$ cat src/hw/rtl/slanted_ray_shadow_grid_core_assert.svh
// Assertion macros for the slanted-ray shadow grid core.
// Used by the top level; needs nothing else.
`ifndef SLANTED_RAY_SHADOW_GRID_CORE_ASSERT_SVH
`define SLANTED_RAY_SHADOW_GRID_CORE_ASSERT_SVH

// Same-cycle implication under an active-low reset.
`define SSG_ASSERT_NOW(lbl, clk, rst_n, ante, cons, msg) \
  lbl: assert property (@(posedge clk) disable iff (!(rst_n)) (ante) |-> (cons)) \
    else $error(msg);

// Next-cycle implication under an active-low reset.
`define SSG_ASSERT_NEXT(lbl, clk, rst_n, ante, cons, msg) \
  lbl: assert property (@(posedge clk) disable iff (!(rst_n)) (ante) |=> (cons)) \
    else $error(msg);

`endif

$ cat src/hw/rtl/ssg_pkg.sv
// Shared types and constants of the slanted-ray shadow grid.
// No dependencies.
`default_nettype none

package ssg_pkg;

  localparam int unsigned FRAC_BITS = 4;
  localparam int unsigned HALF_STEP = 1 << (FRAC_BITS - 1);
  localparam int unsigned ACC_W     = 11;  // 127 * 16 + HALF_STEP fits
  localparam int unsigned OFF_W     = ACC_W - FRAC_BITS;
  localparam int unsigned SRC_W     = 9;   // signed source column

  typedef enum logic [0:0] {
    OP_WRITE = 1'b0,
    OP_QUERY = 1'b1
  } opcode_e;

  typedef enum logic [1:0] {
    STATUS_OK   = 2'd0,
    STATUS_SUN  = 2'd1,
    STATUS_GRID = 2'd2
  } status_e;

  typedef enum logic [1:0] {
    CFG_SUN_STRENGTH = 2'd0,
    CFG_RAY_SLOPE    = 2'd1,
    CFG_LIGHT_FLOOR  = 2'd2
  } cfg_idx_e;

  typedef struct packed {
    logic       in_range;
    logic [7:0] src_col;
  } ray_t;

endpackage

`default_nettype wire

$ cat src/hw/rtl/ssg_if.sv
// Valid/ready channel interfaces for the shadow grid items.
// No dependencies.
`default_nettype none

interface ssg_in_if;
  logic       valid;
  logic       ready;
  logic       opcode;
  logic [3:0] cell_row;
  logic [4:0] cell_column;
  logic [7:0] shade_value;

  modport source (output valid, opcode, cell_row, cell_column, shade_value, input ready);
  modport sink   (input valid, opcode, cell_row, cell_column, shade_value, output ready);
endinterface

interface ssg_out_if;
  logic       valid;
  logic       ready;
  logic [7:0] light_level;
  logic [1:0] status;

  modport source (output valid, light_level, status, input ready);
  modport sink   (input valid, light_level, status, output ready);
endinterface

`default_nettype wire

$ cat src/hw/rtl/slanted_ray_shadow_grid_core.sv
// Slanted-ray shadow grid core: sequencer, config registers and result register.
// Depends on ssg_pkg, ssg_if, ssg_shade_mem, ssg_ray_unit and the assert header.
//
//   channel  | dir | handshake          | payload
//   ---------+-----+--------------------+-------------------------------------------
//   in_i     | in  | valid / ready      | opcode, cell_row, cell_column, shade_value
//   out_o    | out | valid / ready      | light_level, status
//   cfg      | in  | cfg_we_i (no wait) | cfg_idx_i, cfg_data_i
//
// A write or a rejected query goes from idle straight to the output register to wait.
// A query walks one grid row per cycle through the single memory read port and ends early
// when the ray leaves the grid or the shade saturates. After reset a clearing pass writes
// zero to all GRID_ROWS * GRID_COLUMNS cells, one per cycle; no item is taken meanwhile,
// config writes still are. One item is in flight at a time; a stalled result holds the
// input off.
`default_nettype none
`include "slanted_ray_shadow_grid_core_assert.svh"

module slanted_ray_shadow_grid_core #(
  parameter int unsigned GRID_ROWS     = 16,
  parameter int unsigned GRID_COLUMNS  = 32,
  parameter int          MAX_RAY_SLOPE = 32
) (
  input  wire logic       clk_i,
  input  wire logic       rst_ni,
  input  wire logic       cfg_we_i,
  input  wire logic [1:0] cfg_idx_i,
  input  wire logic [7:0] cfg_data_i,
  ssg_in_if.sink          in_i,
  ssg_out_if.source       out_o
);

  localparam int unsigned CELLS = GRID_ROWS * GRID_COLUMNS;
  localparam int unsigned AW    = (CELLS > 1) ? $clog2(CELLS) : 1;

  typedef enum logic [1:0] {
    ST_CLEAR,
    ST_IDLE,
    ST_WALK,
    ST_DONE
  } state_e;

  // Configuration registers.
  logic        [7:0] sun_strength_q;
  logic signed [7:0] ray_slope_q;
  logic        [7:0] light_floor_q;

  // Sequencer state.
  state_e                    state_q, state_d;
  logic [AW-1:0]             clr_q, clr_d;
  logic [4:0]                col_q, col_d;
  logic [3:0]                row_q, row_d;
  logic [4:0]                dist_q, dist_d;
  logic                      neg_q, neg_d;
  logic [7:0]                mag_q, mag_d;
  logic [ssg_pkg::ACC_W-1:0] acc_q, acc_d;
  logic [AW-1:0]             base_q, base_d;
  logic [7:0]                sum_q, sum_d;
  logic                      pend_q, pend_d;
  logic                      stop_q, stop_d;
  logic [7:0]                light_q, light_d;
  ssg_pkg::status_e          status_q, status_d;

  // Memory port.
  logic          mem_we;
  logic [AW-1:0] mem_waddr;
  logic [7:0]    mem_wdata;
  logic [AW-1:0] mem_raddr;
  logic [7:0]    mem_rdata;

  ssg_pkg::ray_t ray;
  logic          accept;
  logic          in_grid;
  logic          sun_bad;
  logic [7:0]    limit;
  logic [8:0]    sum_next;
  logic          go;
  logic          sat;

  ssg_shade_mem #(
    .DEPTH (CELLS),
    .AW    (AW)
  ) u_mem (
    .clk_i   (clk_i),
    .we_i    (mem_we),
    .waddr_i (mem_waddr),
    .wdata_i (mem_wdata),
    .raddr_i (mem_raddr),
    .rdata_o (mem_rdata)
  );

  ssg_ray_unit #(
    .GRID_COLUMNS (GRID_COLUMNS)
  ) u_ray (
    .acc_i (acc_q),
    .neg_i (neg_q),
    .col_i (col_q),
    .ray_o (ray)
  );

  // Config writes land whenever the enable is high; unknown indexes drop.
  always_ff @(posedge clk_i or negedge rst_ni) begin
    if (!rst_ni) begin
      sun_strength_q <= 8'd255;
      ray_slope_q    <= 8'sd0;
      light_floor_q  <= 8'd0;
    end else if (cfg_we_i) begin
      case (cfg_idx_i)
        ssg_pkg::CFG_SUN_STRENGTH: sun_strength_q <= cfg_data_i;
        ssg_pkg::CFG_RAY_SLOPE:    ray_slope_q    <= $signed(cfg_data_i);
        ssg_pkg::CFG_LIGHT_FLOOR:  light_floor_q  <= cfg_data_i;
        default: ;
      endcase
    end
  end

  assign in_i.ready        = (state_q == ST_IDLE);
  assign out_o.valid       = (state_q == ST_DONE);
  assign out_o.light_level = light_q;
  assign out_o.status      = status_q;

  assign accept  = in_i.valid && in_i.ready;
  assign in_grid = (32'(in_i.cell_row) < GRID_ROWS) && (32'(in_i.cell_column) < GRID_COLUMNS);
  assign sun_bad = (sun_strength_q < light_floor_q) ||
                   (int'(ray_slope_q) < -MAX_RAY_SLOPE) ||
                   (int'(ray_slope_q) > MAX_RAY_SLOPE);
  assign limit   = sun_strength_q - light_floor_q;

  // Walk step: issue the read for this distance while the previous read adds up.
  assign go        = !stop_q && (dist_q <= {1'b0, row_q}) && ray.in_range;
  assign mem_raddr = base_q + AW'(ray.src_col);
  assign sum_next  = {1'b0, sum_q} + {1'b0, mem_rdata};
  assign sat       = pend_q && (sum_next >= {1'b0, limit});

  always_comb begin
    state_d  = state_q;
    clr_d    = clr_q;
    col_d    = col_q;
    row_d    = row_q;
    dist_d   = dist_q;
    neg_d    = neg_q;
    mag_d    = mag_q;
    acc_d    = acc_q;
    base_d   = base_q;
    sum_d    = sum_q;
    pend_d   = pend_q;
    stop_d   = stop_q;
    light_d  = light_q;
    status_d = status_q;
    mem_we    = 1'b0;
    mem_waddr = AW'(32'(in_i.cell_row) * GRID_COLUMNS + 32'(in_i.cell_column));
    mem_wdata = in_i.shade_value;

    case (state_q)
      ST_CLEAR: begin
        mem_we    = 1'b1;
        mem_waddr = clr_q;
        mem_wdata = 8'd0;
        clr_d     = clr_q + AW'(1);
        if (32'(clr_q) == CELLS - 1) begin
          state_d = ST_IDLE;
        end
      end
      ST_IDLE: begin
        if (accept) begin
          light_d  = 8'd0;
          status_d = ssg_pkg::STATUS_OK;
          state_d  = ST_DONE;
          if (in_i.opcode == ssg_pkg::OP_WRITE) begin
            if (in_grid) begin
              mem_we = 1'b1;
            end else begin
              status_d = ssg_pkg::STATUS_GRID;
            end
          end else if (sun_bad) begin
            status_d = ssg_pkg::STATUS_SUN;
          end else if (!in_grid) begin
            status_d = ssg_pkg::STATUS_GRID;
          end else begin
            // Start the walk at distance one, one row above the cell.
            row_d   = in_i.cell_row;
            col_d   = in_i.cell_column;
            neg_d   = ray_slope_q[7];
            mag_d   = ray_slope_q[7] ? 8'(-ray_slope_q) : 8'(ray_slope_q);
            acc_d   = ssg_pkg::ACC_W'(mag_d);
            dist_d  = 5'd1;
            base_d  = AW'(32'(in_i.cell_row) * GRID_COLUMNS - GRID_COLUMNS);
            sum_d   = 8'd0;
            pend_d  = 1'b0;
            stop_d  = 1'b0;
            state_d = ST_WALK;
          end
        end
      end
      ST_WALK: begin
        if (go) begin
          dist_d = dist_q + 5'd1;
          acc_d  = acc_q + ssg_pkg::ACC_W'(mag_q);
          base_d = base_q - AW'(GRID_COLUMNS);
          pend_d = 1'b1;
        end else begin
          stop_d = 1'b1;
          pend_d = 1'b0;
        end
        if (pend_q) begin
          sum_d = sum_next[7:0];
        end
        if (sat) begin
          // Saturated shade ends the walk at the floor.
          light_d = sun_strength_q - limit;
          state_d = ST_DONE;
        end else if (!go && !pend_q) begin
          light_d = sun_strength_q - sum_q;
          state_d = ST_DONE;
        end
      end
      ST_DONE: begin
        if (out_o.ready) begin
          state_d = ST_IDLE;
        end
      end
      default: state_d = ST_IDLE;
    endcase
  end

  always_ff @(posedge clk_i or negedge rst_ni) begin
    if (!rst_ni) begin
      state_q <= ST_CLEAR;
      clr_q   <= '0;
      pend_q  <= 1'b0;
      stop_q  <= 1'b0;
    end else begin
      state_q <= state_d;
      clr_q   <= clr_d;
      pend_q  <= pend_d;
      stop_q  <= stop_d;
    end
  end

  always_ff @(posedge clk_i) begin
    col_d_hold: begin
      col_q    <= col_d;
      row_q    <= row_d;
      dist_q   <= dist_d;
      neg_q    <= neg_d;
      mag_q    <= mag_d;
      acc_q    <= acc_d;
      base_q   <= base_d;
      sum_q    <= sum_d;
      light_q  <= light_d;
      status_q <= status_d;
    end
  end

  // A waiting result holds the input side off.
  `SSG_ASSERT_NOW(a_no_accept_while_result, clk_i, rst_ni,
    out_o.valid, !in_i.ready, "input ready while a result waits")

  // Every accepted item leaves the idle state at once.
  `SSG_ASSERT_NEXT(a_busy_after_accept, clk_i, rst_ni,
    accept, !in_i.ready, "block still ready after taking an item")

  // Error results carry no light level.
  `SSG_ASSERT_NOW(a_error_zero_light, clk_i, rst_ni,
    out_o.valid && (out_o.status != ssg_pkg::STATUS_OK), out_o.light_level == 8'd0,
    "error result with nonzero light level")

endmodule

`default_nettype wire

$ cat src/hw/rtl/ssg_shade_mem.sv
// Shade byte memory: one write port, one read port with registered data.
// No dependencies.
`default_nettype none

module ssg_shade_mem #(
  parameter int unsigned DEPTH = 512,
  parameter int unsigned AW    = 9
) (
  input  wire logic          clk_i,
  input  wire logic          we_i,
  input  wire logic [AW-1:0] waddr_i,
  input  wire logic [7:0]    wdata_i,
  input  wire logic [AW-1:0] raddr_i,
  output logic      [7:0]    rdata_o
);

  logic [7:0] mem_q [DEPTH];

  always_ff @(posedge clk_i) begin
    if (we_i) begin
      mem_q[waddr_i] <= wdata_i;
    end
  end

  always_ff @(posedge clk_i) begin
    rdata_o <= mem_q[raddr_i];
  end

endmodule

`default_nettype wire

$ cat src/hw/rtl/ssg_ray_unit.sv
// Ray step unit: rounds the accumulated Q4 offset and checks the source column.
// Depends on ssg_pkg.
`default_nettype none

module ssg_ray_unit #(
  parameter int unsigned GRID_COLUMNS = 32
) (
  input  wire logic [ssg_pkg::ACC_W-1:0] acc_i,
  input  wire logic                      neg_i,
  input  wire logic [4:0]                col_i,
  output ssg_pkg::ray_t                  ray_o
);

  logic [ssg_pkg::ACC_W-1:0]        rounded;
  logic [ssg_pkg::OFF_W-1:0]        off;
  logic signed [ssg_pkg::SRC_W-1:0] src;

  always_comb begin
    // Round half away from zero on the magnitude, then apply the sign.
    rounded = acc_i + ssg_pkg::ACC_W'(ssg_pkg::HALF_STEP);
    off     = rounded[ssg_pkg::ACC_W-1:ssg_pkg::FRAC_BITS];
    if (neg_i) begin
      src = $signed(ssg_pkg::SRC_W'(col_i)) + $signed(ssg_pkg::SRC_W'(off));
    end else begin
      src = $signed(ssg_pkg::SRC_W'(col_i)) - $signed(ssg_pkg::SRC_W'(off));
    end
    ray_o.in_range = !src[ssg_pkg::SRC_W-1] && (int'(src) < int'(GRID_COLUMNS));
    ray_o.src_col  = src[7:0];
  end

endmodule

`default_nettype wire
$ cat src/flat_wrapper.sv
// flat-port wrapper written by rule: the top's interface ports become plain ports
module slanted_ray_shadow_grid_core_flat 
#(
  parameter int unsigned GRID_ROWS     = 16,
  parameter int unsigned GRID_COLUMNS  = 32,
  parameter int          MAX_RAY_SLOPE = 32
)
  (clk_i, rst_ni, cfg_we_i, cfg_idx_i, cfg_data_i, in_i_valid, in_i_opcode, in_i_cell_row, in_i_cell_column, in_i_shade_value, in_i_ready, out_o_valid, out_o_light_level, out_o_status, out_o_ready);
  ssg_in_if in_i_i ();
  ssg_out_if out_o_i ();
  input  wire logic clk_i;
  input  wire logic rst_ni;
  input  wire logic cfg_we_i;
  input  wire logic [1:0] cfg_idx_i;
  input  wire logic [7:0] cfg_data_i;
  input wire logic [$bits(in_i_i.valid)-1:0] in_i_valid;
  input wire logic [$bits(in_i_i.opcode)-1:0] in_i_opcode;
  input wire logic [$bits(in_i_i.cell_row)-1:0] in_i_cell_row;
  input wire logic [$bits(in_i_i.cell_column)-1:0] in_i_cell_column;
  input wire logic [$bits(in_i_i.shade_value)-1:0] in_i_shade_value;
  output wire logic [$bits(in_i_i.ready)-1:0] in_i_ready;
  output wire logic [$bits(out_o_i.valid)-1:0] out_o_valid;
  output wire logic [$bits(out_o_i.light_level)-1:0] out_o_light_level;
  output wire logic [$bits(out_o_i.status)-1:0] out_o_status;
  input wire logic [$bits(out_o_i.ready)-1:0] out_o_ready;
  assign in_i_i.valid = in_i_valid;
  assign in_i_i.opcode = in_i_opcode;
  assign in_i_i.cell_row = in_i_cell_row;
  assign in_i_i.cell_column = in_i_cell_column;
  assign in_i_i.shade_value = in_i_shade_value;
  assign in_i_ready = in_i_i.ready;
  assign out_o_valid = out_o_i.valid;
  assign out_o_light_level = out_o_i.light_level;
  assign out_o_status = out_o_i.status;
  assign out_o_i.ready = out_o_ready;
  slanted_ray_shadow_grid_core #(.GRID_ROWS(GRID_ROWS), .GRID_COLUMNS(GRID_COLUMNS), .MAX_RAY_SLOPE(MAX_RAY_SLOPE)) u_core (.clk_i(clk_i), .rst_ni(rst_ni), .cfg_we_i(cfg_we_i), .cfg_idx_i(cfg_idx_i), .cfg_data_i(cfg_data_i), .in_i(in_i_i), .out_o(out_o_i));
endmodule
$ cat config.mk
export PLATFORM = sky130hd
export DESIGN_NAME = slanted_ray_shadow_grid_core_flat
export DESIGN_NICKNAME = d
export VERILOG_FILES = /design/src/hw/rtl/ssg_pkg.sv /design/src/hw/rtl/ssg_if.sv /design/src/hw/rtl/slanted_ray_shadow_grid_core.sv /design/src/hw/rtl/ssg_shade_mem.sv /design/src/hw/rtl/ssg_ray_unit.sv /design/src/flat_wrapper.sv
export VERILOG_INCLUDE_DIRS = /design/src /design/src/hw/rtl
export SDC_FILE = /design/constraint.sdc
export NUM_CORES = 2
export LEC_CHECK = 0
export BUFFER_PORTS_ARGS = -buffer_cell sky130_fd_sc_hd__clkbuf_2
export CAP_MARGIN = 20
export CORE_UTILIZATION = 55
export CTS_CLUSTER_SIZE = 12
export DETAILED_ROUTE_END_ITERATION = 8
export GPL_ROUTABILITY_DRIVEN = 0
export PLACE_DENSITY = 0.73
export SLEW_MARGIN = 20
export SYNTH_ARGS = -nofsm -noshare
export SYNTH_HDL_FRONTEND = slang
export SYNTH_SLANG_ARGS = --single-unit
export TNS_END_PERCENT = 50
$ cat constraint.sdc
create_clock -name clk_i -period 17.88 [get_ports clk_i]
set_input_delay 0.894 -clock clk_i [delete_from_list [all_inputs] [get_ports clk_i]]
set_output_delay 0.894 -clock clk_i [all_outputs]
set_load 0.05 [all_outputs]
After elaboration in Yosys (flattened, before gate mapping). Memory sizes are Yosys's and may differ from the RTL's. A register that Yosys moved wholly into a read port is not among the register bits. Index checks and enable logic that the tools add are counted.

Register bits after elaboration: 98. RAM bits: 4096. Input port bits: 33. Output and inout bits: 12. Memories: 1.

Memory list: u_core.u_mem.mem_q (words 512, bits a word 8, read ports 1, clocked after memory_dff 1, write ports 1, line ssg_shade_mem.sv:17) `logic [7:0] mem_q [DEPTH];`.

$add $sub $neg: 15. Magnitude comparators: 6. Equality and inequality tests: 15. Multiplexer cells: 49. Bitwise operators: 1. Reduce and logical (&&, ||, !) cells: 26.

Operators by type and width (count): 2-to-1 mux 8 bit (9); 2-to-1 mux 9 bit (6); 2-to-1 mux 11 bit (4); case mux 8 bit (2 select lines) (2); subtractor 8 bit (3); case mux 11 bit (2 select lines) (1); 2-to-1 mux 5 bit (4); case mux 9 bit (2 select lines) (1); subtractor 9 x 6 -> 9 bit, second input constant (2); AND reduction 5 bit (3); 2-to-1 mux 2 bit (6); AND reduction 4 bit (3); adder 11 x 4 -> 11 bit, second input constant (1); adder 11 x 8 -> 11 bit (1); 2-to-1 mux 1 bit (11); case mux 5 bit (2 select lines) (1); adder 8 x 8 -> 9 bit (1); adder 9 x 1 -> 9 bit, second input constant (1); adder 9 x 5 -> 9 bit (1); adder 9 x 8 -> 9 bit (1); equality test 9 bit, second input constant (1); >= comparator 9 x 8 -> 1 bit (1); < comparator 9 x 7 -> 1 bit, second input constant (1); adder 5 x 7 -> 8 bit (1); 22 further kinds (46).

Logic depth before layout (Yosys ltp).
Depth in word-level cells: 11. Mapped depth: 27. Mapped depth without buffers: 27.

Cells and area by module. Synthesis repeated with hierarchy kept, for this count alone.

Cell total of the unflattened synthesis: 8630. Area total of the unflattened synthesis: 166319.5 um^2.

By module, submodules not included: ssg_shade_mem (instances 1, cells each 8030, area an instance 159927.1 um^2); slanted_ray_shadow_grid_core (instances 1, cells each 520, area an instance 5759.3 um^2); ssg_ray_unit (instances 1, cells each 80, area an instance 633.1 um^2).

Worst setup path after synthesis. No wires, ideal clock.

Path kind: reg2reg. From: register u_core.state_q[0]. To: memory u_core.u_mem.mem_q[0][0] (data pin). Setup time: 2.689 ns. Arrival: 13.615 ns. Data required time: 15.191 ns. Setup slack: 1.576 ns. Cell stages (with the launch flop): 7. Clock period less this slack: 16.304 ns. Cell sequence: dfrtp_1 > inv_1 > ha_1 > clkbuf_1 > clkbuf_1 > clkbuf_1 > nor2b_1.

Cells in the longest elaborated chain, start to end: 2.

Ends and longest elaborated chain: start: declaration (line slanted_ray_shadow_grid_core.sv:49) `state_e state_q, state_d;`; start signal: assignment (line slanted_ray_shadow_grid_core.sv:233) `state_q <= state_d;`; logical NOT 2 bit (line slanted_ray_shadow_grid_core.sv:154) `case (state_q)`; 2-to-1 mux 8 bit (line slanted_ray_shadow_grid_core.sv:154); net u_core.mem_wdata[0] (line slanted_ray_shadow_grid_core.sv:67) `logic [7:0] mem_wdata;`; end: declaration (line ssg_shade_mem.sv:17).

The timed path passes the listed nets, and every way through them passes these cells.

Final worst setup path.
From: register u_core.acc_q[3] (netlist bit). To: register u_core.u_mem.rdata_o[3] (read register of u_core.u_mem.mem_q).

Cells in the longest elaborated chain, start to end: 4. Elaborated cells between the ends (all ways): 5. Those cells by class: 4 x add/sub; 1 x mux.

Ends and longest elaborated chain: start: declaration (line slanted_ray_shadow_grid_core.sv:56) `logic [ssg_pkg::ACC_W-1:0] acc_q, acc_d;`; start signal: assignment (line slanted_ray_shadow_grid_core.sv:247) `acc_q <= acc_d;`; adder 11 x 4 -> 11 bit * (line ssg_ray_unit.sv:20) `rounded = acc_i + ssg_pkg::ACC_W'(ssg_pkg::HALF_STEP);`; subtractor 5 x 7 -> 8 bit / adder 5 x 7 -> 8 bit (equally long branches) (line ssg_ray_unit.sv:25, ssg_ray_unit.sv:23); 2-to-1 mux 9 bit * (line ssg_ray_unit.sv:22) `if (neg_i) begin`; adder 9 x 8 -> 9 bit * (line slanted_ray_shadow_grid_core.sv:131) `assign mem_raddr = base_q + AW'(ray.src_col);`; end: declaration (line ssg_shade_mem.sv:14) `output logic [7:0] rdata_o`.

Mark *: on every way between the ends. The rest lies on a longest branch, timed or not. A chain may end at the register's enable or synchronous reset.

==> impl_metrics.prom <==
# TYPE chip_impl_metric gauge
chip_impl_info{name="status",value="complete, no violations"} 1
chip_impl_metric{name="placement.io_buffers",unit=""} 43
chip_impl_info{name="crit_type",value="reg2reg"} 1
chip_impl_metric{name="num_rows",unit=""} 200
chip_impl_metric{name="post-cts-setup-buffers",unit=""} 0
chip_impl_metric{name="hold_viol",unit=""} 0
chip_impl_info{name="worst_setup_path_end_kind",value="flip-flop"} 1
chip_impl_info{name="worst_hold_path_type",value="in2async"} 1
chip_impl_info{name="synth_top_area_cell",value="sky130_fd_sc_hd__edfxtp_1"} 1
chip_impl_info{name="regToRegStartpoint",value="u_core.acc_q[3]$_DFFE_PP_"} 1
chip_impl_info{name="synth_ff_type",value="sky130_fd_sc_hd__edfxtp_1"} 1
chip_impl_metric{name="io-pin-count",unit=""} 45
chip_impl_metric{name="globalRouteTotalUtil",unit="%"} 26.1
chip_impl_metric{name="tritoncts_num_sinks",unit=""} 4196
chip_impl_metric{name="final_cells",unit=""} 12400
chip_impl_metric{name="synth.ff_latch_count",unit=""} 4196
chip_impl_metric{name="first_global_vias",unit=""} 82400
chip_impl_metric{name="design.die.area",unit="sq um"} 303000
chip_impl_metric{name="syn-instance-count",unit=""} 8066
chip_impl_metric{name="arrival_time_reported_for_the_critical_path_endpoint",unit="ns"} 8.72
chip_impl_metric{name="cts-buffers-inserted",unit=""} 419
chip_impl_metric{name="dp.cells",unit=""} 11800
chip_impl_info{name="timing.critical_path.cells",value="ha_1, xor2_1, inv_1, fa_1, nor2_1, a21oi_4, buf_4, buf_4, buf_4, buf_4, mux4_2, mux2i_1, o22ai_1, o41ai_1, buf_4, nand4_1"} 1
chip_impl_metric{name="average_vias_per_placed_instance",unit=""} 6.59
chip_impl_metric{name="yosysWarningCount",unit=""} 0
chip_impl_metric{name="yosys.area.top_type_share",unit="%"} 75.4
chip_impl_metric{name="ratio_of_final_minimum_period_to_clock_period",unit="%"} 44.4
chip_impl_metric{name="filler_cell_count",unit=""} 19800
chip_impl_metric{name="place_worst_setup_slack",unit="ns"} 9.94
chip_impl_metric{name="r2r_setup_slack",unit="ns"} 9.93
chip_impl_metric{name="globalRouteOverflowTotal",unit=""} 0
chip_impl_metric{name="rr_worst_depth",unit=""} 16
chip_impl_metric{name="fin_setup_tns",unit="ns"} 0
chip_impl_metric{name="synth.net_count",unit=""} 8173
chip_impl_info{name="rsz0062_at_grt",value="no"} 1
chip_impl_info{name="clock_tree_from_tritoncts",value="yes"} 1
chip_impl_metric{name="drt-wirelength-per-cell",unit="um"} 31.7
chip_impl_info{name="path_delay_family",value="buffers and inverters"} 1
chip_impl_metric{name="design.core.area",unit="sq um"} 298000
chip_impl_metric{name="finalWorstSetupSlack",unit="ns"} 9.93
chip_impl_info{name="cell_seen_most_often_among_critical_path_stages",value="sky130_fd_sc_hd__buf_4"} 1
chip_impl_metric{name="cts.clk_slew.worst_paths",unit="ns"} 0.06
chip_impl_metric{name="skew",unit="ns"} 0.0681
chip_impl_metric{name="worstPathBufferInverterCount",unit=""} 6
chip_impl_metric{name="cts_resized",unit=""} 0
chip_impl_metric{name="final_critical_delay_including_setup_and_external_delays",unit="ns"} 7.95
chip_impl_metric{name="setup_viol_count_final",unit=""} 0
chip_impl_metric{name="route.vias.total",unit=""} 81900
chip_impl_metric{name="required",unit="ns"} 18.65
chip_impl_metric{name="synth-async-reset-ratio",unit="%"} 0.882
chip_impl_info{name="ctsRootBufferMaster",value="sky130_fd_sc_hd__clkbuf_16"} 1
chip_impl_metric{name="post_synth_instance_area",unit="sq um"} 165000
chip_impl_metric{name="floorplan.die.width",unit="um"} 550
chip_impl_metric{name="grt_max_degree",unit=""} 230
chip_impl_info{name="critical_path.reg2reg.endpoint",value="u_core.u_mem.rdata_o[3]$_DFF_P_"} 1
chip_impl_metric{name="pre_repair_dr_iteration_count",unit=""} 6
chip_impl_info{name="slowest_stage",value="sky130_fd_sc_hd__buf_4"} 1
chip_impl_metric{name="slew_violations",unit=""} 0
chip_impl_metric{name="worst_skew_pair.late_latency",unit="ns"} 0.95
chip_impl_metric{name="initial_antenna_violation_count",unit=""} 27
chip_impl_metric{name="placed_cell_area",unit="sq um"} 170000
chip_impl_info{name="synth.top_cells.by_count",value="sky130_fd_sc_hd__edfxtp_1 (4151), sky130_fd_sc_hd__mux4_2 (1032), sky130_fd_sc_hd__nor2_1 (583)"} 1
chip_impl_metric{name="max_h_tree_level",unit=""} 5
chip_impl_metric{name="seq_area_frac_synth",unit="%"} 76.0
chip_impl_metric{name="postCtsHoldBufs",unit=""} 0
chip_impl_metric{name="post-dp-hpwl",unit="um"} 227000
chip_impl_metric{name="postSynthAreaPerCell",unit="sq um"} 20.5
chip_impl_metric{name="die_height",unit="um"} 550
chip_impl_info{name="post_synth_main_area_contributors",value="sky130_fd_sc_hd__edfxtp_1 (75%), sky130_fd_sc_hd__mux4_2 (14%), sky130_fd_sc_hd__mux2i_1 (2.2%), sky130_fd_sc_hd__nor2_1 (1.3%), sky130_fd_sc_hd__nand2_1 (0.94%)"} 1
chip_impl_metric{name="share_of_post_route_cells_with_drive_strength_above_1",unit="%"} 21.9
chip_impl_metric{name="drt_first_iter_violations",unit=""} 12100
chip_impl_metric{name="timing.slew.headroom",unit="%"} 17.4
chip_impl_info{name="cp-start-kind",value="flip-flop"} 1
chip_impl_metric{name="maximum_fanout_along_the_worst_path",unit=""} 64
chip_impl_metric{name="drc",unit=""} 0
chip_impl_info{name="yosysMostFrequentCell",value="sky130_fd_sc_hd__edfxtp_1"} 1
chip_impl_metric{name="clock_path_buffers",unit=""} 4
chip_impl_metric{name="finalNetCount",unit=""} 8348
chip_impl_metric{name="cpPeakStageDelay",unit="ns"} 0.91
chip_impl_metric{name="floorplan.initialDensity",unit="%"} 55.5
chip_impl_metric{name="transition_time_at_the_pin_with_the_least_slew_margin",unit="ns"} 1.24
chip_impl_metric{name="fin_area",unit="sq um"} 182000
chip_impl_metric{name="synth.distinct_cells",unit=""} 68
chip_impl_metric{name="area.growth.synth_to_final",unit="%"} 10.3
chip_impl_metric{name="total_detailed_routing_wirelength",unit="um"} 394000
chip_impl_metric{name="fmax_achieved",unit="MHz"} 126
chip_impl_metric{name="maxCapViolCount",unit=""} 0
chip_impl_metric{name="wire_length_of_the_first_global_routing_pass",unit="um"} 573000
chip_impl_metric{name="final_antenna_net_count",unit=""} 0
chip_impl_metric{name="synth-edff-count",unit=""} 4151
==> worst max path at each step <==
stage | startpoint | end | slack (ns) | cells after the start
2_1_floorplan | u_core.state_q[0]$_DFFE_PN0P_ | u_core.u_mem.mem_q[0][0]$_DFFE_PP_ | 1.58 | 6
3_3_place_gp | u_core.acc_q[3]$_DFFE_PP_ | u_core.u_mem.rdata_o[3]$_DFF_P_ | 9.20 | 16
3_5_place_dp | u_core.acc_q[3]$_DFFE_PP_ | u_core.u_mem.rdata_o[3]$_DFF_P_ | 9.94 | 16
4_1_cts | u_core.acc_q[3]$_DFFE_PP_ | u_core.u_mem.rdata_o[3]$_DFF_P_ | 9.98 | 16
5_1_grt | u_core.acc_q[3]$_DFFE_PP_ | u_core.u_mem.rdata_o[3]$_DFF_P_ | 9.72 | 16
6_report | u_core.acc_q[3]$_DFFE_PP_ | u_core.u_mem.rdata_o[3]$_DFF_P_ | 9.93 | 16
==> flip-flops by register name, summed over array words and instances, names as in the netlist <==
| signal | cells |
|---|---|
| u_core.u_mem.mem_q | 4096 |
| u_core.acc_q | 11 |
| u_core.clr_q | 9 |
| u_core.light_floor_q | 8 |
| u_core.mag_q | 8 |
| u_core.out_o.light_level | 8 |
| u_core.ray_slope_q | 8 |
| u_core.sum_q | 8 |
| u_core.sun_strength_q | 8 |
| u_core.u_mem.rdata_o | 8 |
| u_core.col_q | 5 |
| u_core.dist_q | 5 |
| u_core.base_q | 4 |
| u_core.row_q | 4 |
| u_core.state_q | 2 |
| u_core.neg_q | 1 |
| u_core.out_o.status | 1 |
| u_core.pend_q | 1 |
| u_core.stop_q | 1 |
==> layer usage <==
metal / part of all wire [%] / routed length [um] / track usage (%)
met5: 0.023 / 90 / 0
met2: 48 / 189000 / 41.2
met1: 38 / 149000 / 36.7
met3: 11 / 41900 / 5.27
met4: 3.6 / 14000 / 9.23
==> cell families after synthesis <==
kind of cell               count (synthesis)  synth area share, %
other                                      1              0.00227
AOI/OAI and AO/OA                        410                 1.62
buffers and inverters                    529                 1.42
muxes                                   1441                 16.6
adders and majority gates                 74                0.592
xor gates and xnor gates                  49                0.259
and+or+nand+nor                         1366                 3.53
DFF                                     4196                 76.0
==> final cells by class <==
cell class / count / area, sq um / share of cell area [%]
diodes: 13 / 32.5 / 0.0178
clock buffers: 554 / 11200 / 6.14
clock inverters: 100 / 758 / 0.416
inverters: 67 / 251 / 0.138
multi-input cells: 3341 / 37800 / 20.7
flip-flops and latches: 4196 / 126000 / 68.9
well taps: 3939 / 4930 / 2.70
repair buffers: 216 / 1730 / 0.948
==> layout by cell type (no fill, tap or decap), drive strengths merged, types with 63 or more instances in the layout <==
cell and count:
edfxtp 4151, mux4 1032, clkbuf 597, nor2 585, nand2 416, mux2i 370, nand3 191, buf 173
a21oi 107, inv 81, clkinv 77, ha 67, o22ai 65, o21ai 63
==> stage by stage <==
step | util, % | hold WS (ns)
2_1_floorplan | - | 0.446
3_3_place_gp | 57.1 | 0.493
3_5_place_dp | 57.2 | 0.485
4_1_cts | 61.2 | 0.114
5_1_grt | 61.2 | 0.189
6_report | 61.2 | 0.126
Power is not shown: default switching activity piles up to over one toggle a cycle in this logic, so the estimate is an artifact.
